[src/spld_pkg.sv]
// ----------------------------------------------------------------------------
// spld_pkg
// Constants for the sync pattern, length prefixed deframer: frame geometry,
// field widths, the maximum body length reset value and configuration register indexes.
// ----------------------------------------------------------------------------
package spld_pkg;

    localparam int HEADER_LEN = 4;
    localparam int SIZE_POS   = 0;
    localparam int SYNC_LEN   = 8;

    localparam int POS_W   = 17;
    localparam int MATCH_W = 4;
    localparam int LEN_W   = 16;

    localparam logic [LEN_W-1:0] MAX_BODY_LEN_RST = 16'd4096;

    // configuration register indexes
    localparam int CFG_IDX_W = 2;
    localparam logic [CFG_IDX_W-1:0] CFG_SYNC_PATTERN = 2'd0;
    localparam logic [CFG_IDX_W-1:0] CFG_MAX_BODY_LEN = 2'd1;

endpackage

[src/sync_pattern_length_deframer_top.sv]
// ----------------------------------------------------------------------------
// sync_pattern_length_deframer_top
// Hunts for an eight byte sync pattern in a received byte stream, reads a
// big-endian length from the header and emits header and body words with
// their frame offset and an end mark.
// ----------------------------------------------------------------------------
// path: a word accepted into the input register is processed from there and its
//   result is held in the result register until it is taken downstream
// throughput: one input word per cycle while the result channel does not stall,
//   set by the single pass of compare and counter logic between the input register and the result register
// reset: rst_n asynchronous, clears hunt, frame and buffer state, loads the
//   sync pattern with zero and the maximum body length with 4096
module sync_pattern_length_deframer_top
    import spld_pkg::*;
(
    input  logic                 clk,
    input  logic                 rst_n,
    // input channel
    input  logic                 in_valid,
    output logic                 in_stall,
    input  logic [7:0]           rx_byte,
    input  logic                 buffer_ready,
    input  logic                 sink_ready,
    // result channel
    output logic                 out_valid,
    input  logic                 out_stall,
    output logic [7:0]           frame_byte,
    output logic [POS_W-1:0]     byte_offset,
    output logic                 frame_last,
    output logic                 oversize,
    output logic                 handed_over,
    // configuration write channel
    input  logic                 cfg_valid,
    output logic                 cfg_ready,
    input  logic [CFG_IDX_W-1:0] cfg_index,
    input  logic [63:0]          cfg_data
);

    localparam logic [POS_W-1:0]   HDR_LEN_P  = POS_W'(HEADER_LEN);
    localparam logic [POS_W-1:0]   SIZE_HI_P  = POS_W'(SIZE_POS);
    localparam logic [POS_W-1:0]   SIZE_LO_P  = POS_W'(SIZE_POS + 1);
    localparam logic [MATCH_W-1:0] SYNC_LEN_P = MATCH_W'(SYNC_LEN);

    // configuration registers
    logic [63:0]          sync_pattern_reg;
    logic [LEN_W-1:0]     max_body_len_reg;

    // input register
    logic                 in_vld_reg;
    logic [7:0]           byte_reg;
    logic                 buf_rdy_reg;
    logic                 sink_rdy_reg;

    // deframer state
    logic [MATCH_W-1:0]   match_count_reg, match_count_next;
    logic                 holding_reg, holding_next;
    logic [POS_W-1:0]     write_pos_reg, write_pos_next;
    logic [POS_W-1:0]     frame_len_reg, frame_len_next;
    logic [LEN_W-1:0]     length_capture_reg, length_capture_next;

    // result register
    logic                 out_vld_reg;
    logic [7:0]           frame_byte_reg;
    logic [POS_W-1:0]     byte_offset_reg;
    logic                 frame_last_reg;
    logic                 oversize_reg;
    logic                 handed_over_reg;

    // single pass results
    logic                 emit;
    logic                 last_c;
    logic                 over_c;
    logic                 handed_c;
    logic                 proc_go;
    logic                 out_free;
    logic [7:0]           sync_byte;
    logic [MATCH_W-1:0]   match_inc;

    // configuration is always taken; the user must write it only while idle, not enforced by the block
    assign cfg_ready = 1'b1;

    always_ff @(posedge clk or negedge rst_n)
    begin
        if (!rst_n)
        begin
            sync_pattern_reg <= '0;
            max_body_len_reg <= MAX_BODY_LEN_RST;
        end
        else if (cfg_valid)
        begin
            case (cfg_index)
                CFG_SYNC_PATTERN: sync_pattern_reg <= cfg_data;
                CFG_MAX_BODY_LEN: max_body_len_reg <= cfg_data[LEN_W-1:0];
                default:          ; // unknown index, write ignored
            endcase
        end
    end

    // pattern byte selected by the low three bits of the match count
    assign sync_byte = sync_pattern_reg[{match_count_reg[2:0], 3'b000} +: 8];
    assign match_inc = match_count_reg + 1'b1;

    // one pass over the registered word
    always_comb
    begin
        match_count_next    = match_count_reg;
        holding_next        = holding_reg;
        write_pos_next      = write_pos_reg;
        frame_len_next      = frame_len_reg;
        length_capture_next = length_capture_reg;
        emit                = 1'b0;
        last_c              = 1'b0;
        over_c              = 1'b0;
        handed_c            = 1'b0;

        if (holding_reg || buf_rdy_reg)
        begin
            // take a fresh buffer if none is held
            holding_next = 1'b1;
            if (match_count_reg < SYNC_LEN_P)
            begin
                // hunting: a failing byte is not retried against the first byte
                if (byte_reg == sync_byte)
                    match_count_next = match_inc;
                else
                    match_count_next = '0;
                if (byte_reg == sync_byte && match_inc == SYNC_LEN_P)
                begin
                    write_pos_next      = '0;
                    length_capture_next = '0;
                    frame_len_next      = HDR_LEN_P;
                end
            end
            else
            begin
                emit = 1'b1;
                if (write_pos_reg == SIZE_HI_P)
                    length_capture_next = {byte_reg, length_capture_reg[7:0]};
                else if (write_pos_reg == SIZE_LO_P)
                    length_capture_next = {length_capture_reg[15:8], byte_reg};
                write_pos_next = write_pos_reg + 1'b1;

                // end of header: accept the length or close as oversize
                if (write_pos_next == HDR_LEN_P)
                begin
                    if (length_capture_next < max_body_len_reg)
                        frame_len_next = frame_len_reg + POS_W'(length_capture_next);
                    else
                    begin
                        match_count_next = '0;
                        over_c           = 1'b1;
                    end
                end

                if (write_pos_next == frame_len_next)
                begin
                    last_c           = 1'b1;
                    match_count_next = '0;
                    if (sink_rdy_reg)
                    begin
                        // frame handed over, buffer released
                        holding_next = 1'b0;
                        handed_c     = 1'b1;
                    end
                end
            end
        end
    end

    // the word in the input register moves on unless its result would
    // overwrite a result still waiting downstream
    assign out_free = !out_vld_reg || !out_stall;
    assign proc_go  = in_vld_reg && (!emit || out_free);
    assign in_stall = in_vld_reg && !proc_go;

    always_ff @(posedge clk or negedge rst_n)
    begin
        if (!rst_n)
            in_vld_reg <= 1'b0;
        else if (in_valid && !in_stall)
            in_vld_reg <= 1'b1;
        else if (proc_go)
            in_vld_reg <= 1'b0;
    end

    always_ff @(posedge clk)
    begin
        if (in_valid && !in_stall)
        begin
            byte_reg     <= rx_byte;
            buf_rdy_reg  <= buffer_ready;
            sink_rdy_reg <= sink_ready;
        end
    end

    always_ff @(posedge clk or negedge rst_n)
    begin
        if (!rst_n)
        begin
            match_count_reg    <= '0;
            holding_reg        <= 1'b0;
            write_pos_reg      <= '0;
            frame_len_reg      <= '0;
            length_capture_reg <= '0;
        end
        else if (proc_go)
        begin
            match_count_reg    <= match_count_next;
            holding_reg        <= holding_next;
            write_pos_reg      <= write_pos_next;
            frame_len_reg      <= frame_len_next;
            length_capture_reg <= length_capture_next;
        end
    end

    always_ff @(posedge clk or negedge rst_n)
    begin
        if (!rst_n)
            out_vld_reg <= 1'b0;
        else if (proc_go && emit)
            out_vld_reg <= 1'b1;
        else if (!out_stall)
            out_vld_reg <= 1'b0;
    end

    always_ff @(posedge clk)
    begin
        if (proc_go && emit)
        begin
            frame_byte_reg  <= byte_reg;
            byte_offset_reg <= write_pos_reg;
            frame_last_reg  <= last_c;
            oversize_reg    <= last_c && over_c;
            handed_over_reg <= handed_c;
        end
    end

    assign out_valid   = out_vld_reg;
    assign frame_byte  = frame_byte_reg;
    assign byte_offset = byte_offset_reg;
    assign frame_last  = frame_last_reg;
    assign oversize    = oversize_reg;
    assign handed_over = handed_over_reg;

endmodule
[config.mk]
export PLATFORM = sky130hd
export DESIGN_NAME = sync_pattern_length_deframer_top
export DESIGN_NICKNAME = d
export VERILOG_FILES = /design/src/spld_pkg.sv /design/src/sync_pattern_length_deframer_top.sv
export SDC_FILE = /design/constraint.sdc
export NUM_CORES = 1
export LEC_CHECK = 0
export ABC_AREA = 1
export BUFFER_PORTS_ARGS = -buffer_cell sky130_fd_sc_hd__clkbuf_2
export CORE_MARGIN = 2
export CORE_UTILIZATION = 64
export CTS_CLUSTER_DIAMETER = 50
export DETAILED_ROUTE_END_ITERATION = 10
export PLACE_DENSITY = 0.9
export SYNTH_ARGS = -nofsm -noshare
export SYNTH_HDL_FRONTEND = slang
export SYNTH_SLANG_ARGS = --single-unit
[constraint.sdc]
create_clock -name clk -period 6 [get_ports clk]
set_input_delay 1.2 -clock clk [delete_from_list [all_inputs] [get_ports clk]]
set_output_delay 1.2 -clock clk [all_outputs]
set_load 0.005 [all_outputs]
# After elaboration in Yosys (flattened, before gate mapping)
# Index checks and enable logic that the tools add are counted.
# W data, S select, Z words.
[classes]
n_bitwise = 2
n_reduce_logical = 24
order_cmp = 2
n_mux = 36
shift = 1
addsub = 3
eq_ne = 9
[ops]
columns = ["cell", "count"]
rows = [
  ["$mux W17", 8],
  ["$mux W16", 5],
  ["$shiftx A64 B7 Y8", 1],
  ["$mux W4", 5],
  ["$add A17 B1 Y17 const B", 1],
  ["$add A17 B16 Y17", 1],
  ["$eq A17 B1 Y1 const B", 1],
  ["$eq A17 B17 Y1", 1],
  ["$eq A17 B3 Y1 const B", 1],
  ["$logic_not A17 Y1", 1],
  ["$mux W1", 17],
  ["$lt A16 B16 Y1", 1],
  ["$eq A8 B8 Y1", 1],
  ["$mux W8", 1],
  ["$logic_and A1 B1 Y1", 6],
  ["$reduce_and A2 Y1", 3],
  ["$logic_not A1 Y1", 5],
  ["$add A4 B1 Y4 const B", 1],
  ["$eq A4 B4 Y1 const B", 1],
  ["$lt A4 B4 Y1 const B", 1],
  ["$ne A2 B1 Y1 const B", 2],
  ["$reduce_and A4 Y1", 1],
  ["$logic_or A1 B1 Y1", 3],
  ["$ne A3 B2 Y1 const B", 1],
  ["7 further kinds", 8],
]
[totals]
output_inout_bits = 31
register_bits = 175
wordCells = 94
input_bits = 81

# Depth between registers and ports, before layout
[logic_depth]
depth_word = 15
depth_mapped = 33
depth_no_buf = 32

# Least setup slack after synthesis
# Ideal clock, no wire load.
[synth_timing]
kind = "register to register"
startpoint = "reg write_pos_reg[0]"
endpoint = "reg match_count_reg[0]"
path_buffers = 2
setup_slack_ns = 1.975
stages_incl_launch_ff = 26
t_arrival_ns = 3.908
cell_sequence = "dfrtp_1 > inv_1 > ha_1 > nand2_1 > nor4_1 > nand2_1 > clkbuf_1 > o21ai_0 > ha_1 > a21oi_1 > o21ai_0 > nand3_1 > a21oi_1 > a211oi_1 > clkbuf_1 > nand4_1 > nand3_1 > nand2_1 > nor2_1 > nand2_1 > nor2_2 > nand3_1 > nand2_2 > nand2_2 > nand2_1 > nand2_1"
[synth_via]
elab_chain_len = 13
elab_cells_between_ends = 20
cone_classes = "add/sub (2); order compare (1); eq/ne (4); mux (10); reduce/logical (3)"
[synth_lines]
columns = ["element", "line", "rtl"]
rows = [
  ["start, declared", "sync_pattern_length_deframer_top.sv:57", "logic [POS_W-1:0] write_pos_reg, write_pos_next;"],
  ["start signal, assigned", "sync_pattern_length_deframer_top.sv:210", "write_pos_reg <= write_pos_next;"],
  ["$eq A17 B1 Y1", "sync_pattern_length_deframer_top.sv:139", "else if (write_pos_reg == SIZE_LO_P)"],
  ["$mux W8", "sync_pattern_length_deframer_top.sv:139", ""],
  ["$mux W16", "sync_pattern_length_deframer_top.sv:137", "if (write_pos_reg == SIZE_HI_P)"],
  ["$mux W16", "sync_pattern_length_deframer_top.sv:120", "if (match_count_reg < SYNC_LEN_P)"],
  ["$mux W16", "sync_pattern_length_deframer_top.sv:116", "if (holding_reg || buf_rdy_reg)"],
  ["$add A17 B16 Y17 / $lt A16 B16 Y1 (equally long branches)", "sync_pattern_length_deframer_top.sv:147, sync_pattern_length_deframer_top.sv:146", ""],
  ["$mux W17", "sync_pattern_length_deframer_top.sv:146", "if (length_capture_next < max_body_len_reg)"],
  ["$mux W17", "sync_pattern_length_deframer_top.sv:144", "if (write_pos_next == HDR_LEN_P)"],
  ["$mux W17", "sync_pattern_length_deframer_top.sv:120", ""],
  ["$mux W17", "sync_pattern_length_deframer_top.sv:116", ""],
  ["$eq A17 B17 Y1", "sync_pattern_length_deframer_top.sv:155", "if (write_pos_next == frame_len_next)"],
  ["$ne A3 B2 Y1 (no source line), or another cell as far along", "-", ""],
  ["$reduce_and A4 Y1 (no source line) / $mux W4 (equally long branches)", "-", ""],
  ["end signal, assigned", "sync_pattern_length_deframer_top.sv:208", "match_count_reg <= match_count_next;"],
  ["end, declared", "sync_pattern_length_deframer_top.sv:55", "logic [MATCH_W-1:0] match_count_reg, match_count_next;"],
]
# Parallel ways exist; a longest one is shown, timed or not. The select of a mux whose other input is x is not followed.
# A chain may end at the register's enable or synchronous reset.

# Worst setup path after layout
[layout_timing]
startpoint = "reg write_pos_reg[0]"
endpoint = "reg match_count_reg[1]"
# Same word-level chain as after synthesis.

==> results list <==
* Starting density of the core: 65.6%
- Detailed routing inserted a total of 8277 vias.
- After clock tree synthesis, the clock-pin slew on the worst setup and hold paths is 0.07 ns.
- Layout cell share with drive strength beyond 1: 18.7%
- Initial antenna violation count: 0
- M1 wire length: 9.39 mm
- After clock tree synthesis, the flow added hold-fix buffers numbering 0.
- Data arrives at the worst endpoint at 5.33 ns.
- The first TritonRoute pass finished after 7 iterations.
- Post-CTS sizing: 0
- Clock latency on the worst-skew pair, taken at its later pin, is 0.45 ns.
* Setup crit start kind: register
* Maximum clock path buffer count: 2
- TritonCTS created 17 clock buffers.
* Metal2 WL: 12.2 mm
- Unrepaired setup endpoints after global routing: no
- Counting flops and latches in the post-synthesis netlist gives 175.
- The worst hold path was traced through 0 stages.
* Number of H-tree levels: 4
* Final standard cell area without fillers: 10800 um2
- After layout, the minimum clock period comes to 5.00 ns.
- Synthesis Warnings: 0
* Post-route DRC violation count: 0
- Once placement finished, the instance area stood at 10200 um2.
- 0 antenna diodes ended up in the layout.
- Highest clock frequency the design can meet: 200 MHz
* P&R area growth vs syn: 13.4%
- Fillers: 971
- Sink of the worst hold path: frame_byte[1]
* Yosys cell types: 43
* Capture point of the worst reg-to-reg path: match_count_reg[1]
- Total Routed Length: 24.8 mm
- Counting flops with a built-in enable in the synthesized netlist gives 38.
- Post-layout total power: 2.77 mW
- At the worst endpoint, the required time is 6.33 ns.
- Total negative setup slack: 0 ns
* Endpoint type of the worst setup path: register
- Of all flip-flops after synthesis, the portion carrying an async set or reset was 78.3%.
- Period utilisation layout: 83.4%
- Power spread over the standard cell area amounts to 256 nW/um2.
* Number of nets in the layout: 1287
- Die X: 126 um
- # rows: 44
* Beginning of the worst register-to-register path: write_pos_reg[0]
* Synthesized netlist net count: 1195
- Worst clock skew: 0.0172 ns
- At the pin with the least slew margin, the transition time is 1.13 ns.
- Type of the most critical hold path: reg -> reg
* Internal reg-to-reg setup slack: 1.0 ns
* Vias in the first global route: 8218
* Headroom to the max-slew limit: 24.5%
- First-pass GRT wire length: 40.7 mm
- CTS saw 175 sinks.
* Area of the multi-input gates: 4370 um2
- Antenna violation net count after detailed routing: 0
* Number of hold-slack violations in the final timing report: 0
* Die Y: 126 um
- Number of placed instances with taps included: 1331
* Pin count of the biggest net entering global routing: 86
* Post-CTS setup buffer count: 0
* Cell area after synthesis: 9530 um2
* Via-to-Cell Ratio: 6.07
- Post-synthesis cell count: 1074
- Clock tree from TritonCTS: done
- Area of the die: 15900 um2
- Wire length per cell: 18.2 um
* Worst-case setup margin in the final layout: 0.998 ns
* Count of buffers from port buffering: 110
* Dominant register cell in the synthesized netlist: sky130_fd_sc_hd__dfrtp_1
- The tool flagged a number of max-cap violations equal to 0.
* CTS Root Buffer Type: sky130_fd_sc_hd__clkbuf_16
* Overall fraction of global-route tracks in use: 32.4%
- Iteration-0 DRC Markers: 748
- Post-detailed-placement half-perimeter wirelength: 17.1 mm
* Final slew viol count: 0
- Residual overflow from global routing: 0
* Final setup violation count: 0
* Status: finished clean
* Area occupied by registers: 4570 um2
- The worst register-to-register path has a depth of 26.
- Summing the sequential cell areas from Yosys gives 47.9% of the chip area.
- Critical hold path startpoint: byte_reg[1]
- In this run the worst path has a maximum fanout of 23.
* Top Ports: 112
- Signal routing reaches up to met4.
- The total area inside the core boundary comes to 14500 um2.
- Worst IR drop on VDD: 0.231 mV
* Length of routed met3 wiring: 2.09 mm
* Crit path kind: reg -> reg
- The analysis attributes to cell leakage a power of 5.32 nW.
- OpenSTA, run right after detailed placement, puts the worst setup slack at 1.15 ns.
- Routability-driven placement finished with a final weighted congestion of 0.943.
- Average instance area after synthesis: 8.88 um2
* Number of flip-flops under the largest register name: 64
- The count of cells in the finished layout, fillers not included, comes to 1363.
## cells by family (layout without fill, tap and decap cells)
| group | count (synthesis) | in the layout | synth area share, % |
|---|---|---|---|
| AND/OR/NAND/NOR | 454 | 454 | 20.9 |
| XOR/XNOR | 35 | 35 | 3.44 |
| adder cells (fa/ha/maj) | 40 | 40 | 5.33 |
| flip-flops | 175 | 175 | 47.9 |
| buffers and inverters | 156 | 261 | 6.35 |
| other | 1 | 1 | 0.0393 |
| AO/OA/AOI/OAI | 156 | 156 | 9.37 |
| multiplexers | 57 | 57 | 6.61 |
## layout make-up
type                            count  area share (%)
Clock inverter                     15            1.72
Inverter                          112            3.89
Multi-Input combinational cell    743            40.4
Sequential cell                   175            42.3
Timing Repair Buffer              117            5.64
Clock buffer                       17            3.94
Tap cell                          184            2.13
## through the flow
stage	hold slack, ns	utilization (%)
2_1_floorplan	0.420	-
3_3_place_gp	0.434	70.2
3_5_place_dp	0.439	70.2
4_1_cts	0.456	74.4
5_1_grt	0.479	74.4
6_report	0.459	74.4
## report_power, final
group,switching (mW),internal [mW],leakage (nW)
combinational,0.135,0.115,3.07
sequential,0.0638,1.32,1.96
clock,0.566,0.569,0.299
total,0.765,2.00,5.32
## placed cells by master, fill, tap and decap left out, types with 2 or more instances in the layout
| cell type | synthesis | routed |
|---|---|---|
| sky130_fd_sc_hd__xnor2_1 | 9 | 9 |
| sky130_fd_sc_hd__nor2_1 | 76 | 76 |
| sky130_fd_sc_hd__inv_2 | 4 | 4 |
| sky130_fd_sc_hd__nand2_1 | 236 | 235 |
| sky130_fd_sc_hd__ha_1 | 39 | 39 |
| sky130_fd_sc_hd__nand3_1 | 80 | 80 |
| sky130_fd_sc_hd__nand3_2 | 2 | 2 |
| sky130_fd_sc_hd__dfrtp_1 | 136 | 136 |
| sky130_fd_sc_hd__o21ai_0 | 85 | 85 |
| sky130_fd_sc_hd__mux2i_1 | 9 | 9 |
| sky130_fd_sc_hd__nand4_1 | 27 | 27 |
| sky130_fd_sc_hd__inv_8 | 0 | 5 |
| sky130_fd_sc_hd__inv_1 | 108 | 108 |
| sky130_fd_sc_hd__a21oi_1 | 26 | 26 |
| sky130_fd_sc_hd__mux2_2 | 48 | 48 |
| sky130_fd_sc_hd__nand3b_1 | 9 | 9 |
| sky130_fd_sc_hd__clkbuf_16 | 0 | 17 |
| sky130_fd_sc_hd__nand2_2 | 5 | 6 |
| sky130_fd_sc_hd__clkinv_4 | 0 | 2 |
| sky130_fd_sc_hd__nor4_1 | 3 | 3 |
| sky130_fd_sc_hd__o21a_1 | 7 | 7 |
| sky130_fd_sc_hd__edfxtp_1 | 38 | 38 |
| sky130_fd_sc_hd__buf_4 | 2 | 7 |
| sky130_fd_sc_hd__xor2_1 | 24 | 24 |
| sky130_fd_sc_hd__nor2_2 | 4 | 4 |
| sky130_fd_sc_hd__nor2_4 | 2 | 2 |
| sky130_fd_sc_hd__o221ai_1 | 9 | 9 |
| sky130_fd_sc_hd__o32ai_1 | 7 | 7 |
| sky130_fd_sc_hd__o22ai_1 | 17 | 17 |
| sky130_fd_sc_hd__clkinv_8 | 0 | 5 |
| sky130_fd_sc_hd__nor3_1 | 7 | 7 |
| sky130_fd_sc_hd__clkbuf_2 | 0 | 109 |
## metal layers
layer	GRT usage, %	vias to the layer above
met5	0	-
met4	15.6	0
met3	7.65	103
met2	53.5	461
met1	40.3	3914
li1	-	3799
## cell usage after synthesis, types with 2 or more instances
cell | count | share of area (%)
sky130_fd_sc_hd__nand2_1 | 236 | 9.3
sky130_fd_sc_hd__dfrtp_1 | 136 | 36
sky130_fd_sc_hd__inv_1 | 108 | 4.3
sky130_fd_sc_hd__o21ai_0 | 85 | 4.5
sky130_fd_sc_hd__nand3_1 | 80 | 4.2
sky130_fd_sc_hd__nor2_1 | 76 | 3.0
sky130_fd_sc_hd__mux2_2 | 48 | 5.7
sky130_fd_sc_hd__ha_1 | 39 | 5.1
sky130_fd_sc_hd__edfxtp_1 | 38 | 12
sky130_fd_sc_hd__clkbuf_1 | 28 | 1.1
sky130_fd_sc_hd__nand4_1 | 27 | 1.8
sky130_fd_sc_hd__a21oi_1 | 26 | 1.4
sky130_fd_sc_hd__xor2_1 | 24 | 2.2
sky130_fd_sc_hd__o22ai_1 | 17 | 1.1
sky130_fd_sc_hd__buf_1 | 9 | 0.35
sky130_fd_sc_hd__mux2i_1 | 9 | 0.94
sky130_fd_sc_hd__nand3b_1 | 9 | 0.71
sky130_fd_sc_hd__o221ai_1 | 9 | 0.83
sky130_fd_sc_hd__xnor2_1 | 9 | 0.83
sky130_fd_sc_hd__nor3_1 | 7 | 0.37
sky130_fd_sc_hd__o21a_1 | 7 | 0.55
sky130_fd_sc_hd__o32ai_1 | 7 | 0.64
sky130_fd_sc_hd__nand2_2 | 5 | 0.33
sky130_fd_sc_hd__buf_2 | 4 | 0.21
sky130_fd_sc_hd__inv_2 | 4 | 0.16
sky130_fd_sc_hd__nor2_2 | 4 | 0.26
sky130_fd_sc_hd__nor4_1 | 3 | 0.20
sky130_fd_sc_hd__a211oi_1 | 2 | 0.16
sky130_fd_sc_hd__buf_4 | 2 | 0.16
sky130_fd_sc_hd__nand3_2 | 2 | 0.21
sky130_fd_sc_hd__nor2_4 | 2 | 0.24
## worst max-delay path by stage
stage / start / slack, ns / endpoint
finish: write_pos_reg[0] / 1.0 / match_count_reg[1]
global route: write_pos_reg[0] / 0.57 / match_count_reg[2]
CTS: write_pos_reg[0] / 1.10 / match_count_reg[0]
detailed placement: write_pos_reg[0] / 1.15 / match_count_reg[1]
global placement: write_pos_reg[0] / 1.29 / match_count_reg[1]
floorplan: write_pos_reg[0] / 1.97 / match_count_reg[0]
## worst max-delay path, stage by stage (launching register included)
cell,delay (ns)
sky130_fd_sc_hd__dfrtp_1,0.48
sky130_fd_sc_hd__inv_1,0.13
sky130_fd_sc_hd__ha_1,0.22
sky130_fd_sc_hd__nand2_1,0.09
sky130_fd_sc_hd__nand3_1,0.08
sky130_fd_sc_hd__nor2_1,0.17
sky130_fd_sc_hd__nand2_1,0.38
sky130_fd_sc_hd__nand2_1,0.18
sky130_fd_sc_hd__o21a_1,0.21
sky130_fd_sc_hd__inv_1,0.10
sky130_fd_sc_hd__ha_1,0.28
sky130_fd_sc_hd__nand2_1,0.08
sky130_fd_sc_hd__nand2_1,0.06
sky130_fd_sc_hd__nand2_1,0.06
sky130_fd_sc_hd__nand2_1,0.07
sky130_fd_sc_hd__nand2_1,0.07
sky130_fd_sc_hd__nand2_1,0.06
sky130_fd_sc_hd__nand2_1,0.58
sky130_fd_sc_hd__nand3_4,0.36
sky130_fd_sc_hd__nor2_1,0.27
sky130_fd_sc_hd__xnor3_1,0.27
sky130_fd_sc_hd__nor2_1,0.15
sky130_fd_sc_hd__nand3_1,0.15
sky130_fd_sc_hd__nand2_2,0.13
sky130_fd_sc_hd__nand2_2,0.09
sky130_fd_sc_hd__nand2_1,0.09
sky130_fd_sc_hd__nand2_1,0.07
Note: power is estimated with default switching activity, not from simulation.
